[config.mk]
export PLATFORM = sky130hd
export DESIGN_NAME = next_fit_slot_allocator_unit
export DESIGN_NICKNAME = d
export VERILOG_FILES = /design/src/rtl/nfsa_pkg.sv /design/src/rtl/nfsa_ctrl.sv /design/src/rtl/nfsa_datapath.sv /design/src/rtl/next_fit_slot_allocator_unit.sv
export SDC_FILE = /design/constraint.sdc
export NUM_CORES = 1
export LEC_CHECK = 0
export BUFFER_PORTS_ARGS = -buffer_cell sky130_fd_sc_hd__buf_2
export CAP_MARGIN = 0
export CELL_PAD_IN_SITES_DETAIL_PLACEMENT = 1
export CELL_PAD_IN_SITES_GLOBAL_PLACEMENT = 2
export CORE_MARGIN = 5
export CORE_UTILIZATION = 43
export DETAILED_ROUTE_END_ITERATION = 16
export PLACE_DENSITY_LB_ADDON = 0.1
export SLEW_MARGIN = 20
export SYNTH_ARGS = -nofsm -noshare
export SYNTH_HDL_FRONTEND = slang
export SYNTH_SLANG_ARGS = --single-unit
[constraint.sdc]
create_clock -name i_clk -period 6.2 [get_ports i_clk]
set_input_delay 0.31 -clock i_clk [delete_from_list [all_inputs] [get_ports i_clk]]
set_output_delay 0.31 -clock i_clk [all_outputs]
set_load 0.05 [all_outputs]
[src/rtl/nfsa_pkg.sv]
// shared types, codes and field widths of the next-fit slot allocator
`default_nettype none

package nfsa_pkg;

    // bitmap is held as words of this many slots
    localparam int WORD_W = 32;
    localparam int OFS_W  = 5;

    // field widths
    localparam int OP_W   = 2;
    localparam int SID_W  = 10;
    localparam int SLOT_W = 9;
    localparam int HW_W   = 10;

    // stream widths, whole bytes
    localparam int IN_TDATA_W  = 16;
    localparam int OUT_TDATA_W = 24;

    // operation codes
    localparam logic [OP_W-1:0] OP_ALLOC = 2'd0;
    localparam logic [OP_W-1:0] OP_FREE  = 2'd1;
    localparam logic [OP_W-1:0] OP_QUERY = 2'd2;

    typedef enum logic [1:0] {
        S_IDLE,
        S_SEARCH,
        S_PICK,
        S_COMMIT
    } t_state;

    // controller to datapath
    typedef struct packed {
        logic capture;
        logic search;
        logic pick;
        logic commit;
    } t_cmd;

    // datapath to controller
    typedef struct packed {
        logic out_free;
    } t_status;

endpackage

`default_nettype wire

[src/rtl/nfsa_ctrl.sv]
// sequencing state machine of the next-fit slot allocator
`default_nettype none

module nfsa_ctrl
    import nfsa_pkg::*;
(
    input  wire logic            i_clk,
    input  wire logic            i_rst_n,
    input  wire logic            i_s_tvalid,
    input  wire logic [OP_W-1:0] i_op,
    input  wire t_status         i_status,
    output logic                 o_s_tready,
    output t_cmd                 o_cmd
);

    t_state r_state;
    t_state n_state;

    always_ff @(posedge i_clk) begin
        if (!i_rst_n) begin
            r_state <= S_IDLE;
        end else begin
            r_state <= n_state;
        end
    end

    // next state
    always_comb begin
        n_state = r_state;
        unique case (r_state)
            S_IDLE: begin
                if (i_s_tvalid) begin
                    n_state = (i_op == OP_ALLOC) ? S_SEARCH : S_COMMIT;
                end
            end
            S_SEARCH: n_state = S_PICK;
            S_PICK:   n_state = S_COMMIT;
            S_COMMIT: begin
                if (i_status.out_free) begin
                    n_state = S_IDLE;
                end
            end
            default:  n_state = S_IDLE;
        endcase
    end

    // outputs
    always_comb begin
        o_s_tready = 1'b0;
        o_cmd      = '0;
        unique case (r_state)
            S_IDLE: begin
                o_s_tready  = 1'b1;
                o_cmd.capture = i_s_tvalid;
            end
            S_SEARCH: o_cmd.search = 1'b1;
            S_PICK:   o_cmd.pick   = 1'b1;
            S_COMMIT: o_cmd.commit = i_status.out_free;
            default:  o_cmd = '0;
        endcase
    end

endmodule

`default_nettype wire

[src/rtl/nfsa_datapath.sv]
// bitmap words, free summary, search pointer, high-water mark and result register
`default_nettype none

module nfsa_datapath
    import nfsa_pkg::*;
#(
    parameter int POOL_SIZE = 512
) (
    input  wire logic                   i_clk,
    input  wire logic                   i_rst_n,
    input  wire t_cmd                   i_cmd,
    input  wire logic [OP_W-1:0]        i_op,
    input  wire logic [SID_W-1:0]       i_sid,
    input  wire logic                   i_m_tready,
    output t_status                     o_status,
    output logic                        o_m_tvalid,
    output logic [OUT_TDATA_W-1:0]      o_m_tdata,
    output logic [0:0]                  o_m_tuser
);

    localparam int NW     = (POOL_SIZE + WORD_W - 1) / WORD_W;
    localparam int WIDX_W = (NW > 1) ? $clog2(NW) : 1;
    localparam int NWP    = 1 << WIDX_W;
    localparam int IDX_W  = WIDX_W + OFS_W;
    localparam int HWM_W  = IDX_W + 1;
    localparam logic [SID_W:0]   POOL_LIM = (SID_W+1)'(POOL_SIZE);
    localparam logic [IDX_W-1:0] LAST_IDX = IDX_W'(POOL_SIZE - 1);

    // slots past the end of the pool read as used
    function automatic logic [WORD_W-1:0] pad_word(input int w);
        logic [WORD_W-1:0] m;
        m = '0;
        for (int b = 0; b < WORD_W; b++) begin
            if (w * WORD_W + b >= POOL_SIZE) m[b] = 1'b1;
        end
        return m;
    endfunction

    function automatic logic [NWP-1:0] avail_init();
        logic [NWP-1:0] a;
        a = '0;
        for (int w = 0; w < NWP; w++) begin
            a[w] = (w * WORD_W < POOL_SIZE);
        end
        return a;
    endfunction

    function automatic logic [WIDX_W-1:0] first_word(input logic [NWP-1:0] v);
        logic [WIDX_W-1:0] k;
        k = '0;
        for (int i = NWP - 1; i >= 0; i--) begin
            if (v[i]) k = WIDX_W'(i);
        end
        return k;
    endfunction

    function automatic logic [OFS_W-1:0] first_bit(input logic [WORD_W-1:0] v);
        logic [OFS_W-1:0] k;
        k = '0;
        for (int i = WORD_W - 1; i >= 0; i--) begin
            if (v[i]) k = OFS_W'(i);
        end
        return k;
    endfunction

    logic [WORD_W-1:0] r_map [NWP];
    logic [NWP-1:0]    r_avail;
    logic [IDX_W-1:0]  r_ptr;
    logic [HWM_W-1:0]  r_hwm;
    logic [OP_W-1:0]   r_op;
    logic [SID_W-1:0]  r_sid;
    logic [WIDX_W-1:0] r_widx;
    logic              r_lo_mask;
    logic              r_found;
    logic [IDX_W-1:0]  r_cand;
    logic              r_out_valid;
    logic [SLOT_W-1:0] r_out_slot;
    logic              r_out_ok;
    logic [HW_W-1:0]   r_out_hw;

    logic [WORD_W-1:0] pad_tab [NWP];
    logic [WIDX_W-1:0] sw;
    logic [OFS_W-1:0]  so;
    logic [WORD_W-1:0] ge_mask;
    logic [IDX_W-1:0]  sid_i;
    logic [WIDX_W-1:0] rd_addr;
    logic [WORD_W-1:0] rd_word;
    logic [WORD_W-1:0] rd_used;
    logic [WORD_W-1:0] free_hi;
    logic              hit_hi;
    logic [2*NWP-1:0]  avail_dbl;
    logic [2*NWP-1:0]  avail_rot;
    logic [WIDX_W:0]   rot_amt;
    logic [WIDX_W-1:0] widx_rot;
    logic [WORD_W-1:0] pick_free;
    logic              sid_ok;
    logic [HWM_W-1:0]  cand_p1;
    logic [WORD_W-1:0] cand_hot;
    logic [WORD_W-1:0] sid_hot;
    logic              wr_en;
    logic [WIDX_W-1:0] wr_idx;
    logic [WORD_W-1:0] wr_word;
    logic              avail_val;
    logic [IDX_W-1:0]  n_ptr;
    logic [HWM_W-1:0]  n_hwm;
    logic [SLOT_W-1:0] n_out_slot;
    logic              n_out_ok;

    always_comb begin
        for (int w = 0; w < NWP; w++) begin
            pad_tab[w] = pad_word(w);
        end
    end

    assign sw      = r_ptr[IDX_W-1:OFS_W];
    assign so      = r_ptr[OFS_W-1:0];
    assign ge_mask = {WORD_W{1'b1}} << so;
    assign sid_i   = IDX_W'(r_sid);
    assign sid_ok  = ({1'b0, r_sid} < POOL_LIM);

    // single read port on the bitmap words
    always_comb begin
        if (i_cmd.search) begin
            rd_addr = sw;
        end else if (r_op != OP_ALLOC) begin
            rd_addr = sid_i[IDX_W-1:OFS_W];
        end else begin
            rd_addr = r_widx;
        end
    end

    assign rd_word = r_map[rd_addr];
    assign rd_used = rd_word | pad_tab[rd_addr];

    // search: upper part of the start word, else next word with a free slot
    assign free_hi   = ~rd_used & ge_mask;
    assign hit_hi    = |free_hi;
    assign avail_dbl = {r_avail, r_avail};
    assign rot_amt   = (WIDX_W+1)'(sw) + (WIDX_W+1)'(1);
    assign avail_rot = avail_dbl >> rot_amt;
    assign widx_rot  = sw + WIDX_W'(1) + first_word(avail_rot[NWP-1:0]);

    // pick: lowest free slot in the chosen word, at or above the start offset when the upper part hit
    assign pick_free = ~rd_used & (r_lo_mask ? ge_mask : {WORD_W{1'b1}});

    assign cand_p1  = HWM_W'(r_cand) + HWM_W'(1);
    assign cand_hot = WORD_W'(1) << r_cand[OFS_W-1:0];
    assign sid_hot  = WORD_W'(1) << sid_i[OFS_W-1:0];

    // commit
    always_comb begin
        wr_en      = 1'b0;
        wr_idx     = r_widx;
        wr_word    = rd_word;
        avail_val  = 1'b0;
        n_ptr      = r_ptr;
        n_hwm      = r_hwm;
        n_out_slot = '0;
        n_out_ok   = 1'b0;
        case (r_op)
            OP_ALLOC: begin
                if (r_found) begin
                    wr_en      = 1'b1;
                    wr_word    = rd_word | cand_hot;
                    avail_val  = ~&(rd_used | cand_hot);
                    n_ptr      = (r_cand == LAST_IDX) ? '0 : r_cand + IDX_W'(1);
                    n_hwm      = (cand_p1 > r_hwm) ? cand_p1 : r_hwm;
                    n_out_slot = SLOT_W'(r_cand);
                    n_out_ok   = 1'b1;
                end
            end
            OP_FREE: begin
                n_out_ok = 1'b1;
                if (sid_ok) begin
                    wr_en     = 1'b1;
                    wr_idx    = sid_i[IDX_W-1:OFS_W];
                    wr_word   = rd_word & ~sid_hot;
                    avail_val = 1'b1;
                end
            end
            OP_QUERY: begin
                n_out_ok = sid_ok & rd_word[sid_i[OFS_W-1:0]];
            end
            default: begin
                n_out_ok = 1'b0;
            end
        endcase
    end

    // control and slot state
    always_ff @(posedge i_clk) begin
        if (!i_rst_n) begin
            for (int w = 0; w < NWP; w++) begin
                r_map[w] <= '0;
            end
            r_avail     <= avail_init();
            r_ptr       <= '0;
            r_hwm       <= '0;
            r_out_valid <= 1'b0;
        end else begin
            if (i_cmd.commit) begin
                if (wr_en) begin
                    r_map[wr_idx]   <= wr_word;
                    r_avail[wr_idx] <= avail_val;
                end
                r_ptr       <= n_ptr;
                r_hwm       <= n_hwm;
                r_out_valid <= 1'b1;
            end else if (i_m_tready) begin
                r_out_valid <= 1'b0;
            end
        end
    end

    // payload, no reset
    always_ff @(posedge i_clk) begin
        if (i_cmd.capture) begin
            r_op  <= i_op;
            r_sid <= i_sid;
        end
        if (i_cmd.search) begin
            r_widx    <= hit_hi ? sw : widx_rot;
            r_lo_mask <= hit_hi;
            r_found   <= hit_hi | (|r_avail);
        end
        if (i_cmd.pick) begin
            r_cand <= {r_widx, first_bit(pick_free)};
        end
        if (i_cmd.commit) begin
            r_out_slot <= n_out_slot;
            r_out_ok   <= n_out_ok;
            r_out_hw   <= HW_W'(n_hwm);
        end
    end

    assign o_status.out_free = !r_out_valid || i_m_tready;
    assign o_m_tvalid        = r_out_valid;
    assign o_m_tdata         = OUT_TDATA_W'({r_out_hw, r_out_slot});
    assign o_m_tuser         = r_out_ok;

    // a result is only loaded when the output register can take it
    a_commit_room: assert property (@(posedge i_clk) disable iff (!i_rst_n)
        i_cmd.commit |-> (!r_out_valid || i_m_tready))
        else $error("result loaded over an untaken result");

    // a successful search always leaves a free slot for the pick step
    a_pick_hit: assert property (@(posedge i_clk) disable iff (!i_rst_n)
        (i_cmd.pick && r_op == OP_ALLOC && r_found) |-> (|pick_free))
        else $error("search reported a free slot that the pick step cannot find");

    // next-fit pointer stays inside the pool
    a_ptr_range: assert property (@(posedge i_clk) disable iff (!i_rst_n)
        (HWM_W'(r_ptr) < HWM_W'(POOL_SIZE)))
        else $error("search pointer outside the pool");

    // high-water mark never falls
    a_hwm_mono: assert property (@(posedge i_clk) disable iff (!i_rst_n)
        1'b1 |=> (r_hwm >= $past(r_hwm)))
        else $error("high-water mark fell");

endmodule

`default_nettype wire

[src/rtl/next_fit_slot_allocator_unit.sv]
// top level of the next-fit slot allocator: controller plus datapath
//
// usage
//   requests arrive on the slave stream: tuser carries the operation
//   (allocate, free, query), tdata carries the slot id. one result
//   leaves on the master stream per request: tdata holds the granted slot
//   and the high-water mark after the operation, tuser holds the ok flag.
//   sequence
//   an allocate runs through these steps before its result is shown
//   and the next request is taken: pick the word (upper part of the
//   start word, else a rotated search over the per-word free summary),
//   find the bit inside that word, write back the word and register the
//   result. free, query and unknown codes go straight to the write back.
//   the steps are set by the single read port on the bitmap words and
//   the word-then-bit search.
//   stalls
//   a finished result sits in the output register; the next request is
//   still taken, and its write back waits until the old result has gone.
//   reset
//   synchronous, active low; every slot is free, pointer and high-water
//   mark are zero, no result is pending. no clearing pass is needed.
`default_nettype none

module next_fit_slot_allocator_unit
    import nfsa_pkg::*;
#(
    parameter int POOL_SIZE = 512
) (
    input  wire logic                   i_clk,
    input  wire logic                   i_rst_n,
    // request stream
    input  wire logic                   i_s_tvalid,
    output logic                        o_s_tready,
    input  wire logic [IN_TDATA_W-1:0]  i_s_tdata,   // [9:0] slot_id, rest zero
    input  wire logic [OP_W-1:0]        i_s_tuser,   // [1:0] operation
    // result stream
    output logic                        o_m_tvalid,
    input  wire logic                   i_m_tready,
    output logic [OUT_TDATA_W-1:0]      o_m_tdata,   // [8:0] granted_slot, [18:9] high_water
    output logic [0:0]                  o_m_tuser    // [0] ok
);

    t_cmd    cmd;
    t_status status;

    // sequencer: idle, search, pick, write back
    nfsa_ctrl u_ctrl (
        .i_clk      (i_clk),
        .i_rst_n    (i_rst_n),
        .i_s_tvalid (i_s_tvalid),
        .i_op       (i_s_tuser),
        .i_status   (status),
        .o_s_tready (o_s_tready),
        .o_cmd      (cmd)
    );

    // bitmap, pointer, high-water mark and result register
    nfsa_datapath #(
        .POOL_SIZE (POOL_SIZE)
    ) u_datapath (
        .i_clk      (i_clk),
        .i_rst_n    (i_rst_n),
        .i_cmd      (cmd),
        .i_op       (i_s_tuser),
        .i_sid      (i_s_tdata[SID_W-1:0]),
        .i_m_tready (i_m_tready),
        .o_status   (status),
        .o_m_tvalid (o_m_tvalid),
        .o_m_tdata  (o_m_tdata),
        .o_m_tuser  (o_m_tuser)
    );

endmodule

`default_nettype wire

* Word level (Yosys, flattened, before mapping)
Memory sizes are Yosys's and may differ from the RTL's.
Cells that the tools add are included.
** Cells by class
- Add/sub/neg operators :: 5
- Multipliers :: 0
- Divide/modulo/power cells :: 0
- $lt $le $gt $ge :: 6
- Eq/ne operators :: 8
- Shift-type cells :: 4
- Multiplexer cells :: 92
- Bitwise operators :: 11
- Reduce and logical (&&, ||, !) cells :: 21
** Operators with widths (count)
- $mux 32 :: 6
- $mux 4 :: 30
- $and 32x32->32 :: 3
- $or 32x32->32 :: 3
- $mux 5 :: 16
- $not 32->32 :: 2
- $pmux 32 s2 :: 1
- $reduce_or 32->1 :: 2
- $shl 1x5->32 const A :: 2
- $reduce_and 32->1 :: 1
- $reduce_or 16->1 :: 2
- $shl 32x5->32 const A :: 1
- $shr 32x5->16 :: 1
- $mux 10 :: 3
- $mux 1 :: 19
- $bwmux 16 :: 1
- $mux 3 :: 4
- $add 9x1->10 const B :: 1
- $gt 10x10->1 :: 1
- $lt 10x10->1 const B :: 1
- $mux 2 :: 5
- $add 9x1->9 const B :: 1
- $eq 9x9->1 const B :: 1
- $mux 9 :: 1
- other kinds (29) :: 39
** Storage, ports and cells
- Bits in registers :: 85
- Latch bits :: 0
- Bits in writable memories :: 512
- Memory bits (read-only) :: 512
- Bits of input ports :: 22
- Output and inout port bits :: 27
- Word-level logic and storage cells :: 168
- Memories :: 2
** Memory list
- (name not given) :: depth 16, width 32, rd ports 1, clocked after Yosys merged registers in 0, write ports 0, RTL line nfsa_datapath.sv:133 : assign rd_used = rd_word | pad_tab[rd_addr];
- u_datapath.r_map :: depth 16, width 32, rd ports 1, clocked after Yosys merged registers in 0, write ports 16, RTL line nfsa_datapath.sv:66 : logic [WORD_W-1:0] r_map [NWP];

* Longest topological paths before layout
- Depth after elaboration :: 41
- Gate-level depth with buffers :: 21
- Depth with buffers taken out :: 18

* Modules after synthesis
From an unflattened synthesis, not the netlist that was laid out.
** Second synthesis, totals
- Cell total of the unflattened synthesis :: 2828
- Area total of the unflattened synthesis :: 30180.2 µm²
** By module, submodules not included
- nfsa_datapath :: instances 1, cells each 2809, area an instance 30000.0 µm², seq. area each 17506.8 µm²
- nfsa_ctrl :: instances 1, cells each 19, area an instance 180.2 µm², seq. area each 40.0 µm²

* Least setup slack after synthesis
Ideal clock, no wire load.
- Path type :: reg2reg
- From :: reg u_datapath.r_out_valid (netlist: u_datapath.o_m_tvalid)
- To :: mem u_datapath.r_map[8][0], enable pin
- Setup time :: 0.468 ns
- Data arrival time :: 4.914 ns
- Data required time :: 5.732 ns
- Setup slack :: 0.818 ns
- Cell stages (with the launch flop) :: 6
- Path buffers :: 0
- Clock period less this slack :: 5.382 ns
- Cell sequence :: dfxtp_1 > nor2b_1 > nor2b_1 > a21boi_1 > nand2b_1 > o21ai_0
** RTL lines
- from (decl) :: RTL line nfsa_datapath.sv:76 : logic r_out_valid;
- from (signal assigned) :: RTL line nfsa_datapath.sv:199 : r_out_valid <= 1'b0;
- from (signal assigned) :: RTL line nfsa_datapath.sv:208 : r_out_valid <= 1'b1;
- from (signal assigned) :: RTL line nfsa_datapath.sv:210 : r_out_valid <= 1'b0;
- to (decl) :: RTL line nfsa_datapath.sv:66

* Worst setup path in the final report
- From :: reg u_ctrl.r_state[1]
- To :: reg u_datapath.r_widx[1], data pin
** On the way
- Cells in the longest elaborated chain, start to end :: 12
- Elaborated cells on any way between the ends :: 13
- Those cells by class :: 1 x eq/ne; 5 x mux; 4 x bitwise; 1 x reduce/logical; 2 x memory
** RTL lines
- from (decl) :: RTL line nfsa_ctrl.sv:16 : t_state r_state;
- from (signal assigned) :: RTL line nfsa_ctrl.sv:23 : r_state <= n_state;
- $eq 2x1->1 (*) :: RTL line nfsa_ctrl.sv:51 : unique case (r_state)
- $mux 1 (*) :: RTL line nfsa_ctrl.sv:51
- $mux 4 (*) :: RTL line nfsa_datapath.sv:123 : if (i_cmd.search) begin
- $not 4->5 (implied by the code) :: RTL line nfsa_datapath.sv:133
- $mem_v2 16x32
- $mux 32 (implied by the code) (2 in a row) :: RTL line nfsa_datapath.sv:133
- $or 32x32->32 (*) :: RTL line nfsa_datapath.sv:133
- $not 32->32 (*) :: RTL line nfsa_datapath.sv:136 : assign free_hi = ~rd_used & ge_mask;
- $and 32x32->32 (*) :: RTL line nfsa_datapath.sv:136
- $reduce_or 32->1 (*) :: RTL line nfsa_datapath.sv:137 : assign hit_hi = |free_hi;
- $mux 4 (*) :: RTL line nfsa_datapath.sv:222 : r_widx <= hit_hi ? sw : widx_rot;
- to (signal assigned) :: RTL line nfsa_datapath.sv:222
- to (decl) :: RTL line nfsa_datapath.sv:72 : logic [WIDX_W-1:0] r_widx;
Every way passes the cells marked *; elsewhere a longest branch is shown, timed or not. The select of a mux whose other input is x is not followed.
A chain may end at the register's enable or synchronous reset.

==> reports/metrics.csv <==
stage,metric,value,unit
clock_network,CTS max path bufs,3,
clock_network,H-Tree Level Count,3,
finish,Layout fillers,7276,
synthesis,Post-synth top flop,edfxtp_1,
floorplanning,row count,96,
setup_path,worst endpoint required time,6560,ps
synthesis,Cells after Synth,2746,
clock_network,setup bufs post-CTS,0,
synthesis,synth warn,0,
finish,Final Util,0.496,
timing,Final Cycle Share,0.915,
finish,area of the multi-input gates,11300,µm²
finish,final net count,2852,
route,DR top layer,met4,
global_routing,GRT Resource Usage Total,0.289,
synthesis,Mapped Area,29700,µm²
power_and_ir_drop,pwr dens,514,nW/µm²
floorplanning,Die Ht,273,µm
clock_network,Sink Count,597,
job,number of max-cap violations,0,
placement,routability cong.,0.919,
floorplanning,die area,74500,µm²
global_routing,initial antenna violation count,0,
route,drt via density,6.17,
synthesis,Mapped Avg Cell Area,10.8,µm²
clock_network,Worst-Skew Late Latency,630,ps
timing,RSZ-0062 raised after global routing,no,
finish,storage element area,17500,µm²
route,Final ANT Viol Nets,0,
route,DR vias,23399,
synthesis,Synth top area share,0.565,
timing,Worst slew margin,0.178,
timing,max-slew violations,0,
setup_path,CP startpoint kind,flop,
placement,Port Buffers,37,
clock_network,clk root buf,clkbuf_16,
clock_network,post-cts gate resize count,0,
setup_path,worst r2r src,u_ctrl.r_state[1],
timing,Slew @ Worst Pin,1230,ps
global_routing,vias in the first global route,23568,
global_routing,largest net degree at the start of global routing,64,
placement,DP HPWL,71100,µm
power_and_ir_drop,Leakage Power,12.4,nW
floorplanning,initial core utilization,0.433,
clock_network,Num CTS Buffers,70,
hold_path,Worst Hold Depth,3,
synthesis,Post-synth ARST share,0,
clock_network,Worst-path clk slew,50,ps
hold_path,worst hold endpoint,u_datapath.o_m_tvalid,
floorplanning,num ports,49,
timing,fmax,0.176,GHz
timing,Setup Skew,26.4,ps
global_routing,first-pass GRT wire length,160000,µm
setup_path,CP max FO,20,
setup_path,kind of critical path,flop to flop,
finish,Area growth syn-to-layout,14.5,%
hold_path,Hold Crit Start,i_m_tready,
setup_path,Crit. End Element,flop,
setup_path,FF-to-FF End,u_datapath.r_widx[1],
global_routing,total gr overflow,0,
synthesis,Yosys cell types,89,
route,DRT iter0 DRCs,2491,
run_status,run status,"complete, no violations",
timing,final setup fails,0,
synthesis,synth top area cells,"edfxtp_1, nor2_1, nand2_1, mux2i_1, dfxtp_1",
synthesis,number of flops mapped to enable cells by yosys,559,
synthesis,dominant cell type by area after synthesis,edfxtp_1,
timing,Final min period,5670,ps
route,Residual DRC,0,
finish,Antenna Cells,0,
setup_path,FF-to-FF setup slack,530,ps
power_and_ir_drop,Overall Power,17.5,mW
route,drt wl/cell,29.2,µm
clock_network,CTS tree,yes,
power_and_ir_drop,Max IR drop VDD,0.388,mV
route,met2 wire length,51900,µm
hold_path,path category of the worst min-delay check,input port to flop,
route,WL met3,7770,µm
synthesis,sequential element share of the synthesized area,0.590,
floorplanning,Core ar.,68600,µm²
setup_path,arrival time at the worst endpoint,6030,ps
clock_network,cts hold-fix bufs,12,
finish,share of layout cells above drive strength 1,0.146,
setup_path,Worst R2R Path Depth,16,
timing,Fin. Hold Viols,0,
floorplanning,Die Width,273,µm
route,final wirelength,111000,µm
route,met1 wire length,47700,µm
timing,Final TNS setup,0,ps
route,TritonRoute pass-1 iters,6,
synthesis,#FFs+latches synth,597,
==> kinds of logic after synthesis <==
logic type,after synthesis,share of synthesized area
AOI/OAI and AO/OA,435,0.107
muxes,181,0.0734
other,1,0.000126
and+or+nand+nor,1227,0.176
adders and majority gates,25,0.0108
DFF,597,0.590
xor gates and xnor gates,8,0.00236
buffers and inverters,272,0.0404
==> sequential cells by signal (all words and copies together), names as in the netlist, 9 cells and up <==
signal and count:
u_datapath.r_avail 16, u_datapath.r_cand 9, u_datapath.r_hwm 10, u_datapath.r_map 512
u_datapath.r_out_hw 10, u_datapath.r_out_slot 9, u_datapath.r_ptr 9, u_datapath.r_sid 10
==> layout make-up <==
cell class / instances / area share
clock inverter: 40 / 0.0133
sequential: 597 / 0.515
timing repair buffer: 201 / 0.0445
multi-input combinational: 1881 / 0.332
tap: 931 / 0.0342
clock buffer: 86 / 0.0551
inverter: 54 / 0.00595
==> where the power goes <==
| group | leakage, nW | total, mW | internal [mW] | switching [mW] |
|---|---|---|---|---|
| combinational | 5.24 | 8.45 | 2.44 | 6.01 |
| sequential | 6.03 | 4.81 | 4.65 | 0.156 |
| clock | 1.13 | 4.24 | 2.51 | 1.74 |
==> metrics by stage <==
step | worst slack (ps) | hold WS [ps] | instances | instance area (µm²)
after floorplan | 818 | 409 | 2750 | 29700
after global placement | 646 | 481 | 3651 | 31600
after detailed placement | 645 | 488 | 3652 | 31600
after CTS | 615 | 16.4 | 3790 | 34000
after global routing | 351 | 27.3 | 3790 | 34000
final | 526 | 41.2 | 3790 | 34000
==> worst max-delay path by stage <==
stage                                     start                     end  slack, ps  depth (start not counted)
after floorplan           u_datapath.o_m_tvalid  u_datapath.r_map[8][0]        820                          5
after global placement        u_ctrl.r_state[1]    u_datapath.r_widx[1]        650                         16
after detailed placement      u_ctrl.r_state[1]    u_datapath.r_widx[1]        650                         16
after CTS                     u_ctrl.r_state[1]    u_datapath.r_widx[1]        620                         16
after global routing          u_ctrl.r_state[1]   u_datapath.r_avail[2]        350                         16
final                         u_ctrl.r_state[1]    u_datapath.r_widx[1]        530                         16
==> placed cells by master (no fill, tap or decap), drive strengths merged, types with 52 or more instances in the layout <==
master  count
nor2      622
buf       189
o21ai      80
edfxtp    559
clkbuf     86
a32oi      52
a21oi      56
mux2i     127
nand2     346
inv        58
nand3      71
==> routing by layer <==
layer  vias up  track usage
met4         0       0.0763
met5         -            0
met2       910        0.475
met3       175       0.0424
li1      10105            -
met1     12209        0.406
==> critical path, stage by stage (launching register included) <==
cell,delay (ps)
dfxtp_1,380
inv_1,80
ha_1,420
buf_4,310
o311ai_2,820
nor3_2,130
buf_4,280
a32oi_1,540
nand4_1,520
buf_4,350
nor2b_1,110
o22ai_1,80
nor4_1,390
o21ai_0,290
nor3_2,170
buf_4,170
mux2_2,330
==> Yosys cell counts (7+ instances only) <==
cell type	count
nor2_1	621
nand2_1	345
o21ai_0	75
nor4_1	11
o2111ai_1	10
a21boi_0	7
buf_1	13
o21a_1	17
o22a_1	16
buf_4	18
a21o_1	7
mux4_2	27
nor2b_1	27
and3_1	16
buf_2	30
mux2i_1	127
o31ai_1	8
buf_6	8
a22oi_1	16
nor3_1	33
clkbuf_1	148
ha_1	24
o211ai_1	22
a32oi_1	52
nand3_1	71
o311ai_0	8
a22o_1	8
a32o_1	16
and2_1	11
a31oi_1	15
nand4_1	32
edfxtp_1	559
o22ai_1	39
o221ai_1	8
a21oi_1	56
mux2_2	27
nand2b_1	15
or2_2	7
inv_1	53
dfxtp_1	38
No activity file was read; power rests on OpenSTA's default activity.
